--- config.mk ---
export PLATFORM = sky130hd
export DESIGN_NAME = teletext_attribute_decoder_core
export DESIGN_NICKNAME = d
export VERILOG_FILES = /design/src/sv/ttad_pkg.sv /design/src/sv/ttad_cell.sv /design/src/sv/teletext_attribute_decoder_core.sv
export SDC_FILE = /design/constraint.sdc
export NUM_CORES = 1
export LEC_CHECK = 0
export BUFFER_PORTS_ARGS = -buffer_cell sky130_fd_sc_hd__buf_2
export CORE_ASPECT_RATIO = 0.8
export CORE_MARGIN = 5
export CORE_UTILIZATION = 30
export DETAILED_ROUTE_END_ITERATION = 12
export PLACE_DENSITY = 0.55
export SLEW_MARGIN = 20
export SYNTH_ARGS = -nofsm -noshare
export SYNTH_HDL_FRONTEND = slang
export SYNTH_SLANG_ARGS = --single-unit
--- constraint.sdc ---
create_clock -name clk -period 5.2 [get_ports clk]
set_input_delay 1.04 -clock clk [delete_from_list [all_inputs] [get_ports clk]]
set_output_delay 1.04 -clock clk [all_outputs]
set_load 0.02 [all_outputs]
--- src/sv/ttad_pkg.sv ---
// Shared types and constants for the teletext attribute decoder.
// Used by ttad_cell, teletext_attribute_decoder_core and the testbench; depends on nothing.

package ttad_pkg;

	localparam int CODE_W = 7;

	// Control codes below the printable range
	localparam logic [CODE_W-1:0] CTL_ALPHA_LO  = 7'd1;
	localparam logic [CODE_W-1:0] CTL_ALPHA_HI  = 7'd7;
	localparam logic [CODE_W-1:0] CTL_FLASH     = 7'd8;
	localparam logic [CODE_W-1:0] CTL_STEADY    = 7'd9;
	localparam logic [CODE_W-1:0] CTL_NORMAL_HT = 7'd12;
	localparam logic [CODE_W-1:0] CTL_DOUBLE_HT = 7'd13;
	localparam logic [CODE_W-1:0] CTL_MOSAIC_LO = 7'd17;
	localparam logic [CODE_W-1:0] CTL_MOSAIC_HI = 7'd23;
	localparam logic [CODE_W-1:0] CTL_CONTIG    = 7'd25;
	localparam logic [CODE_W-1:0] CTL_SEPARATED = 7'd26;
	localparam logic [CODE_W-1:0] CTL_BLACK_BG  = 7'd28;
	localparam logic [CODE_W-1:0] CTL_NEW_BG    = 7'd29;
	localparam logic [CODE_W-1:0] CTL_HOLD      = 7'd30;
	localparam logic [CODE_W-1:0] CTL_RELEASE   = 7'd31;

	localparam logic [CODE_W-1:0] CODE_BLANK = 7'd0;
	localparam logic [CODE_W-1:0] CODE_SPACE = 7'd32;

	localparam logic [1:0] GSET_ALPHA     = 2'd0;
	localparam logic [1:0] GSET_CONTIG    = 2'd1;
	localparam logic [1:0] GSET_SEPARATED = 2'd2;

	localparam logic [1:0] HEIGHT_STD   = 2'd0;
	localparam logic [1:0] HEIGHT_UPPER = 2'd1;
	localparam logic [1:0] HEIGHT_LOWER = 2'd2;

	localparam logic [2:0] COLOUR_WHITE = 3'd7;
	localparam logic [2:0] COLOUR_BLACK = 3'd0;

	typedef struct packed {
		logic [2:0]        fore;
		logic [2:0]        back;
		logic              mosaic;
		logic              separated;
		logic              hold;
		logic [CODE_W-1:0] held;
		logic              dbl;
		logic              flash;
		logic              next_bottom;
		logic              row_bottom;
	} attr_t;

	localparam attr_t ATTR_RESET = '{
		fore:        COLOUR_WHITE,
		back:        COLOUR_BLACK,
		mosaic:      1'b0,
		separated:   1'b0,
		hold:        1'b0,
		held:        CODE_BLANK,
		dbl:         1'b0,
		flash:       1'b0,
		next_bottom: 1'b0,
		row_bottom:  1'b0
	};

	typedef struct packed {
		logic [CODE_W-1:0] glyph_code;
		logic [1:0]        glyph_set;
		logic [1:0]        height_part;
		logic              cell_blank;
		logic [2:0]        fore_colour;
		logic [2:0]        back_colour;
	} cell_out_t;

endpackage

--- src/sv/ttad_cell.sv ---
// Per-cell attribute update and glyph selection, purely combinational.
// Uses ttad_pkg for the attribute and result structs and the control codes.

module ttad_cell (
	input  ttad_pkg::attr_t     attr,
	input  logic [7:0]          char_code,
	input  logic                first_in_row,
	input  logic                first_in_page,
	input  logic                flash_visible,
	output ttad_pkg::attr_t     attr_next,
	output ttad_pkg::cell_out_t res
);

	always_comb begin
		ttad_pkg::attr_t                  a;
		logic [ttad_pkg::CODE_W-1:0]      c;
		logic                             blank;

		a = attr;
		c = char_code[ttad_pkg::CODE_W-1:0];

		// Row start: latch the bottom-row flag, then reset the row attributes
		if (first_in_row || first_in_page) begin
			a = ttad_pkg::ATTR_RESET;
			a.row_bottom = attr.next_bottom;
		end
		if (first_in_page) begin
			a.row_bottom  = 1'b0;
			a.next_bottom = 1'b0;
		end

		if (c < ttad_pkg::CODE_SPACE) begin
			case (c) inside
				[ttad_pkg::CTL_ALPHA_LO:ttad_pkg::CTL_ALPHA_HI]: begin
					a.fore   = c[2:0];
					a.mosaic = 1'b0;
				end
				[ttad_pkg::CTL_MOSAIC_LO:ttad_pkg::CTL_MOSAIC_HI]: begin
					a.fore   = c[2:0];
					a.mosaic = 1'b1;
				end
				ttad_pkg::CTL_FLASH:     a.flash = 1'b1;
				ttad_pkg::CTL_STEADY:    a.flash = 1'b0;
				ttad_pkg::CTL_NORMAL_HT: a.dbl = 1'b0;
				ttad_pkg::CTL_DOUBLE_HT: begin
					a.dbl = 1'b1;
					if (!a.row_bottom)
						a.next_bottom = 1'b1;
				end
				ttad_pkg::CTL_CONTIG:    a.separated = 1'b0;
				ttad_pkg::CTL_SEPARATED: a.separated = 1'b1;
				ttad_pkg::CTL_BLACK_BG:  a.back = ttad_pkg::COLOUR_BLACK;
				ttad_pkg::CTL_NEW_BG:    a.back = a.fore;
				ttad_pkg::CTL_HOLD:      a.hold = 1'b1;
				ttad_pkg::CTL_RELEASE:   a.hold = 1'b0;
				default: ;
			endcase
			// Control cell shows the held mosaic or nothing
			c = (a.hold && a.mosaic) ? a.held : ttad_pkg::CODE_BLANK;
		end

		blank = !a.dbl && a.row_bottom;

		res.height_part = a.dbl ? (a.row_bottom ? ttad_pkg::HEIGHT_LOWER
		                                        : ttad_pkg::HEIGHT_UPPER)
		                        : ttad_pkg::HEIGHT_STD;
		res.cell_blank  = blank;
		res.glyph_set   = a.mosaic ? (a.separated ? ttad_pkg::GSET_SEPARATED
		                                          : ttad_pkg::GSET_CONTIG)
		                           : ttad_pkg::GSET_ALPHA;

		// Capture before flash and blanking hide the cell
		if (a.mosaic && c[5])
			a.held = c;

		if (a.flash && !flash_visible)
			c = ttad_pkg::CODE_SPACE;
		if (blank)
			c = ttad_pkg::CODE_BLANK;

		res.glyph_code  = c;
		res.fore_colour = a.fore;
		res.back_colour = a.back;
		attr_next       = a;
	end

endmodule

--- src/sv/teletext_attribute_decoder_core.sv ---
// Teletext serial attribute decoder: one character cell in, one draw item out.
// Uses ttad_pkg and instantiates ttad_cell.

// The block takes one character item per clock and gives one result item per
// clock for as long as the output side keeps taking them. An accepted item is
// held in the input register, then its result is loaded into the output
// register, from which it is offered; a stalled output holds both registers.
// The rate is one item per cycle while the output keeps taking items, set by
// the row attribute register, which is read and updated by the cell decoder
// once per item. cfg_ready is always high; flash_visible takes effect from the
// next item decoded.

module teletext_attribute_decoder_core (
	input  logic       clk,
	input  logic       arst_n,

	input  logic       cfg_valid,
	output logic       cfg_ready,
	input  logic       cfg_data,

	input  logic       in_valid,
	output logic       in_ready,
	input  logic [7:0] char_code,
	input  logic       first_in_row,
	input  logic       first_in_page,

	output logic       out_valid,
	input  logic       out_ready,
	output logic [6:0] glyph_code,
	output logic [1:0] glyph_set,
	output logic [1:0] height_part,
	output logic       cell_blank,
	output logic [2:0] fore_colour,
	output logic [2:0] back_colour
);

	logic                flash_visible_q;
	ttad_pkg::attr_t     attr_q;
	ttad_pkg::attr_t     attr_next;
	ttad_pkg::cell_out_t cell_res;
	ttad_pkg::cell_out_t cell_s2;

	logic       valid_s1;
	logic [7:0] char_s1;
	logic       row_s1;
	logic       page_s1;
	logic       advance;

	assign cfg_ready = 1'b1;

	always_ff @(posedge clk or negedge arst_n) begin
		if (!arst_n) begin
			flash_visible_q <= 1'b1;
		end else if (cfg_valid) begin
			flash_visible_q <= cfg_data;
		end
	end

	// Move the item on when the output register is free or being drained
	assign advance  = valid_s1 && (!out_valid || out_ready);
	assign in_ready = !valid_s1 || advance;

	always_ff @(posedge clk or negedge arst_n) begin
		if (!arst_n) begin
			valid_s1 <= 1'b0;
		end else if (in_ready) begin
			valid_s1 <= in_valid;
		end
	end

	always_ff @(posedge clk) begin
		if (in_ready && in_valid) begin
			char_s1 <= char_code;
			row_s1  <= first_in_row;
			page_s1 <= first_in_page;
		end
	end

	ttad_cell u_cell (
		.attr          (attr_q),
		.char_code     (char_s1),
		.first_in_row  (row_s1),
		.first_in_page (page_s1),
		.flash_visible (flash_visible_q),
		.attr_next     (attr_next),
		.res           (cell_res)
	);

	always_ff @(posedge clk or negedge arst_n) begin
		if (!arst_n) begin
			attr_q    <= ttad_pkg::ATTR_RESET;
			out_valid <= 1'b0;
		end else begin
			if (advance)
				attr_q <= attr_next;
			if (advance)
				out_valid <= 1'b1;
			else if (out_ready)
				out_valid <= 1'b0;
		end
	end

	always_ff @(posedge clk) begin
		if (advance)
			cell_s2 <= cell_res;
	end

	assign glyph_code  = cell_s2.glyph_code;
	assign glyph_set   = cell_s2.glyph_set;
	assign height_part = cell_s2.height_part;
	assign cell_blank  = cell_s2.cell_blank;
	assign fore_colour = cell_s2.fore_colour;
	assign back_colour = cell_s2.back_colour;

	// Blanked cells carry no glyph and are never double height
	a_blank_cell: assert property (@(posedge clk) disable iff (!arst_n)
		out_valid && cell_blank |->
			glyph_code == ttad_pkg::CODE_BLANK && height_part == ttad_pkg::HEIGHT_STD)
		else $error("blanked cell carries a glyph or a double-height part");

	// Only a mosaic code with bit 5 set is ever held
	a_held_code: assert property (@(posedge clk) disable iff (!arst_n)
		attr_q.held == ttad_pkg::CODE_BLANK || attr_q.held[5])
		else $error("held mosaic register holds a non-mosaic code");

	// A stalled output keeps the waiting item in the input register
	a_stall_hold: assert property (@(posedge clk) disable iff (!arst_n)
		valid_s1 && out_valid && !out_ready |=> valid_s1 && $stable(attr_q))
		else $error("item or attributes lost while output stalled");

	// The bottom-row flag never arms a further bottom row
	a_bottom_chain: assert property (@(posedge clk) disable iff (!arst_n)
		$rose(attr_q.next_bottom) |-> !attr_q.row_bottom)
		else $error("double height on a bottom row armed the next row");

endmodule

-- After elaboration in Yosys (flattened, before gate mapping)
Index checks and enable logic that the tools add are counted.
Widths: inputs -> output; s select.
- flip-flop bits (word level): 50
- input bits: 16
- logic and storage cells: 120
- magnitude comparators: 5
- equal/unequal tests: 10
- muxes and demuxes: 65
- reductions and logical operators: 17
- operators with widths (cell ; count):
    $mux 1 ; 43
    $eq 7x5->1 const B ; 6
    $mux 3 ; 13
    $eq 7x4->1 const B ; 4
    $mux 7 ; 3
    $mux 20 ; 1
    $mux 9 ; 1
    $logic_and 1x1->1 ; 8
    $ge 7x1->1 const B ; 1
    $ge 7x5->1 const B ; 1
    $le 7x3->1 const B ; 1
    $le 7x5->1 const B ; 1
    $lt 7x6->1 const B ; 1
    $mux 2 ; 3
    $mux 6 ; 1
    $logic_not 1->1 ; 4
    $logic_or 1x1->1 ; 3
    $reduce_bool 2->1 ; 1
    $reduce_or 2->1 ; 1

-- Logic depth before layout (Yosys ltp)
- depth after elaboration: 20
- depth in mapped cells: 7
- gate-level depth less buffers: 5

-- Hierarchy
A second synthesis with hierarchy kept.
- cells, all modules: 199
- area total of the unflattened synthesis: 2578.7 µm²
- by module, submodules not included (module ; instances ; cells each ; area an instance (µm²)):
    teletext_attribute_decoder_core ; 1 ; 83 ; 1818.0
    ttad_cell ; 1 ; 116 ; 760.7

-- Worst setup path after synthesis
OpenSTA, ideal clock, no wires.
- kind: input to output
- start point: input out_ready
- end point: output in_ready
- data arrival time: 1318 ps
- setup slack: 2842 ps
- stages: 1
- buffers on the path: 0
- cell sequence: nand3b_1
- word-level cells in the longest chain between the ends: 3
- ends and longest elaborated chain (item ; line ; source):
    start: declaration ; teletext_attribute_decoder_core.sv:28 ; input logic out_ready,
    $logic_or 1x1->1 ; teletext_attribute_decoder_core.sv:60 ; assign advance = valid_s1 && (!out_valid || out_ready);
    $logic_and 1x1->1 ; teletext_attribute_decoder_core.sv:60 ;
    $logic_or 1x1->1 ; teletext_attribute_decoder_core.sv:61 ; assign in_ready = !valid_s1 || advance;
    end: declaration ; teletext_attribute_decoder_core.sv:22 ; output logic in_ready,
Every way passes these cells.

-- Worst setup path in the final report
Ends and elaborated chain as after synthesis.

==> run metrics <==
hold-fix buffers at CTS 0; share of the synthesized area in the top cell type 0.3458; worst r2r src char_s1[5]$_DFFE_PP_; main combinational cell family by area after synthesis simple AND/OR/NAND/NOR gates; Final Net Count ~240; # diodes 0; Crit path required time roughly 4200 ps; Setup Buffers After CTS 0; Die ar. 9695 µm²; first-pass GRT wire length approximately 8000 µm; Post-Syn Nets 209; DRT iter0 DRCs 69; vias in the first global route about 1500; Syn Std Cell Area approximately 2300 µm²; Vias/cell 4.783; crit path DAT about 1500 ps; Clock Tree Buf Depth 2; crit path kind in2out; # IOs 37; Syn. warnings 0; CTS Buf Count 5; Die Height between 80 and 90 µm; GRT overflow 0; Mean Syn Cell Area approximately 12 µm²; Period minus WS final roughly 2500 ps; clk_lat worst skew roughly 300 ps; RSZ-0062 raised after global routing false; CORE AREA roughly 7500 µm²; antenna viol nets, final 0; Finished Cell Area between 2000 and 3000 µm²; H-tree levels 2; critical path capture point type output port; GPL Wtd Cong roughly 0.83; clk_skew 9.450 ps; CP Launch Type input port; register area share after synthesis 0.5934; layout cell share with drive strength beyond 1 0.2731; dominant cells by area after synthesis edfxtp_1, dfrtp_1, mux2i_1; Root Driver clkbuf_8; R2R setup slack roughly 3100 ps; Adder-Cell Fraction of Synth Area 0; Max-Cap Viols 0; EDFF count, synth 27; fmax slightly below 400 MHz; Initial Util 0.3128; Die Wd around 110 µm; leakage power roughly 0.0011 µW; Post-DP HPWL 3482 µm; post-synthesis xor/xnor area fraction 0; commonest non-fill, non-tap cell in the layout buf_2; post-route DRC violation count 0; drt pass-1 iters 4; FF-to-FF End attr_q[10]$_DFFE_PN0P_; vias post-DR 1588; Finish-stage setup viols 0; Reg2Reg Depth 4; synthesized instance count roughly 190; global-route usage over all layers 0.1040; Worst-Margin Slew a little under 600 ps; HP Class reg2reg; Synth Area in Compound Gates 0.1243; largest net degree at the start of global routing 28; routed length per instance around 14 µm; row count 28; critical-path maximum fanout 3; clk slew on worst S/H paths roughly 80 ps; period utilisation layout 0.4863; CTS tree done; area delta synth->final 13.66%; final wirelength around 4700 µm; commonest non-fill, non-tap cells in the layout buf_2, edfxtp_1, nand2_1; flops & latches, synth 50; initial antenna violation count 0; status complete, no violations; input/output buffers 34; Distinct cells, synth 46; CTS Sinks 50; crit path from out_ready; Simple-Gate Fraction of Synth Area 0.1638; placed cell areas between 2000 and 3000 µm²; multiplexer area fraction after synthesis 0.07577; Synth Flop Type edfxtp_1; VDD IR max around 0.10 mV; crit path capture in_ready; asr flop ratio synth 0.4600; setup TNS 0 ps; PD cells 284.9 nW/µm²; Hold Fails Final Rpt 0; Post-CTS Resized 0; leading area contributor after synthesis edfxtp_1; Max transition margin 0.6062; final-report max-slew violation count 0
## cell families after synthesis
family,count (synthesis)
AO/OA/AOI/OAI,38
flip-flops,50
other,1
AND/OR/NAND/NOR,70
buffers and inverters,17
multiplexers,17
## power breakdown
part	leakage [µW]	total, µW	internal (µW)	switching, µW
combinational	0.000494	83.3	27.0	56.3
clock	0.0000426	215	92.7	122
sequential	0.000557	461	446	15.2
total	0.00109	759	565	194
## per-layer routing
layer,track usage,up-vias,wire (µm)
li1,-,775,-
met1,0.1510,762,2366
met2,0.1509,41,1935
met3,0.02888,10,297
met4,0.03211,0,73
met5,0,-,0
## worst min path at each step
stage / end / startpoint / slack [ps] / depth (start not counted)
after floorplan: attr_q[3]$_DFFE_PN0P_ / attr_q[3]$_DFFE_PN0P_ / 440 / 2
after global placement: attr_q[9]$_DFFE_PN0P_ / attr_q[9]$_DFFE_PN0P_ / 460 / 1
after detailed placement: attr_q[9]$_DFFE_PN0P_ / attr_q[9]$_DFFE_PN0P_ / 460 / 1
after CTS: attr_q[9]$_DFFE_PN0P_ / attr_q[9]$_DFFE_PN0P_ / 480 / 1
after global routing: attr_q[9]$_DFFE_PN0P_ / attr_q[9]$_DFFE_PN0P_ / 510 / 1
final: attr_q[9]$_DFFE_PN0P_ / attr_q[9]$_DFFE_PN0P_ / 480 / 1
## area by class of cell
class | instances | area (µm²)
Fill cell | 786 | 4832
Sequential cell | 50 | 1391
Multi-Input combinational cell | 126 | 857.1
Timing Repair Buffer | 34 | 170.2
Tap cell | 105 | 131.4
Clock buffer | 6 | 72.57
Inverter | 9 | 33.78
Clock inverter | 2 | 8.758
## flip-flops by register name (all words and copies together) (netlist names)
register	flops
page_s1	1
back_colour	3
glyph_set	2
height_part	2
out_valid	1
cell_blank	1
glyph_code	7
row_s1	1
char_s1	7
valid_s1	1
flash_visible_q	1
fore_colour	3
attr_q	20
## cells in the mapped netlist (all sizes together), types with 2 or more instances
| cell type | n |
|---|---|
| a21oi | 2 |
| nand3 | 3 |
| nor4 | 3 |
| a211oi | 7 |
| buf | 7 |
| inv | 9 |
| edfxtp | 27 |
| o211a | 3 |
| nor3 | 3 |
| o21ai | 8 |
| nand2b | 4 |
| nor2 | 13 |
| or2 | 3 |
| nand2 | 24 |
| o221ai | 7 |
| o2bb2ai | 3 |
| mux2i | 11 |
| and2 | 7 |
| dfstp | 4 |
| mux2 | 6 |
| dfrtp | 19 |
| nor2b | 2 |
| a31oi | 2 |
## critical path: stages
cell      delay (ps)
buf_2            100
nand3b_1         170
buf_2            180
## metrics by stage
step | setup slack [ps] | util | instances | hold WS (ps) | power [µW]
2_1_floorplan | 2842 | - | 193 | 441.8 | 522.8
4_1_cts | 2671 | 0.3555 | 332 | 482.8 | 768.0
3_3_place_gp | 2546 | 0.3446 | 324 | 459.4 | 552.9
5_1_grt | 2642 | 0.3555 | 332 | 514.6 | 794.2
6_report | 2671 | 0.3555 | 332 | 480.4 | 759.3
3_5_place_dp | 2489 | 0.3446 | 324 | 464.1 | 554.8
(Power assumes the default switching activity.)
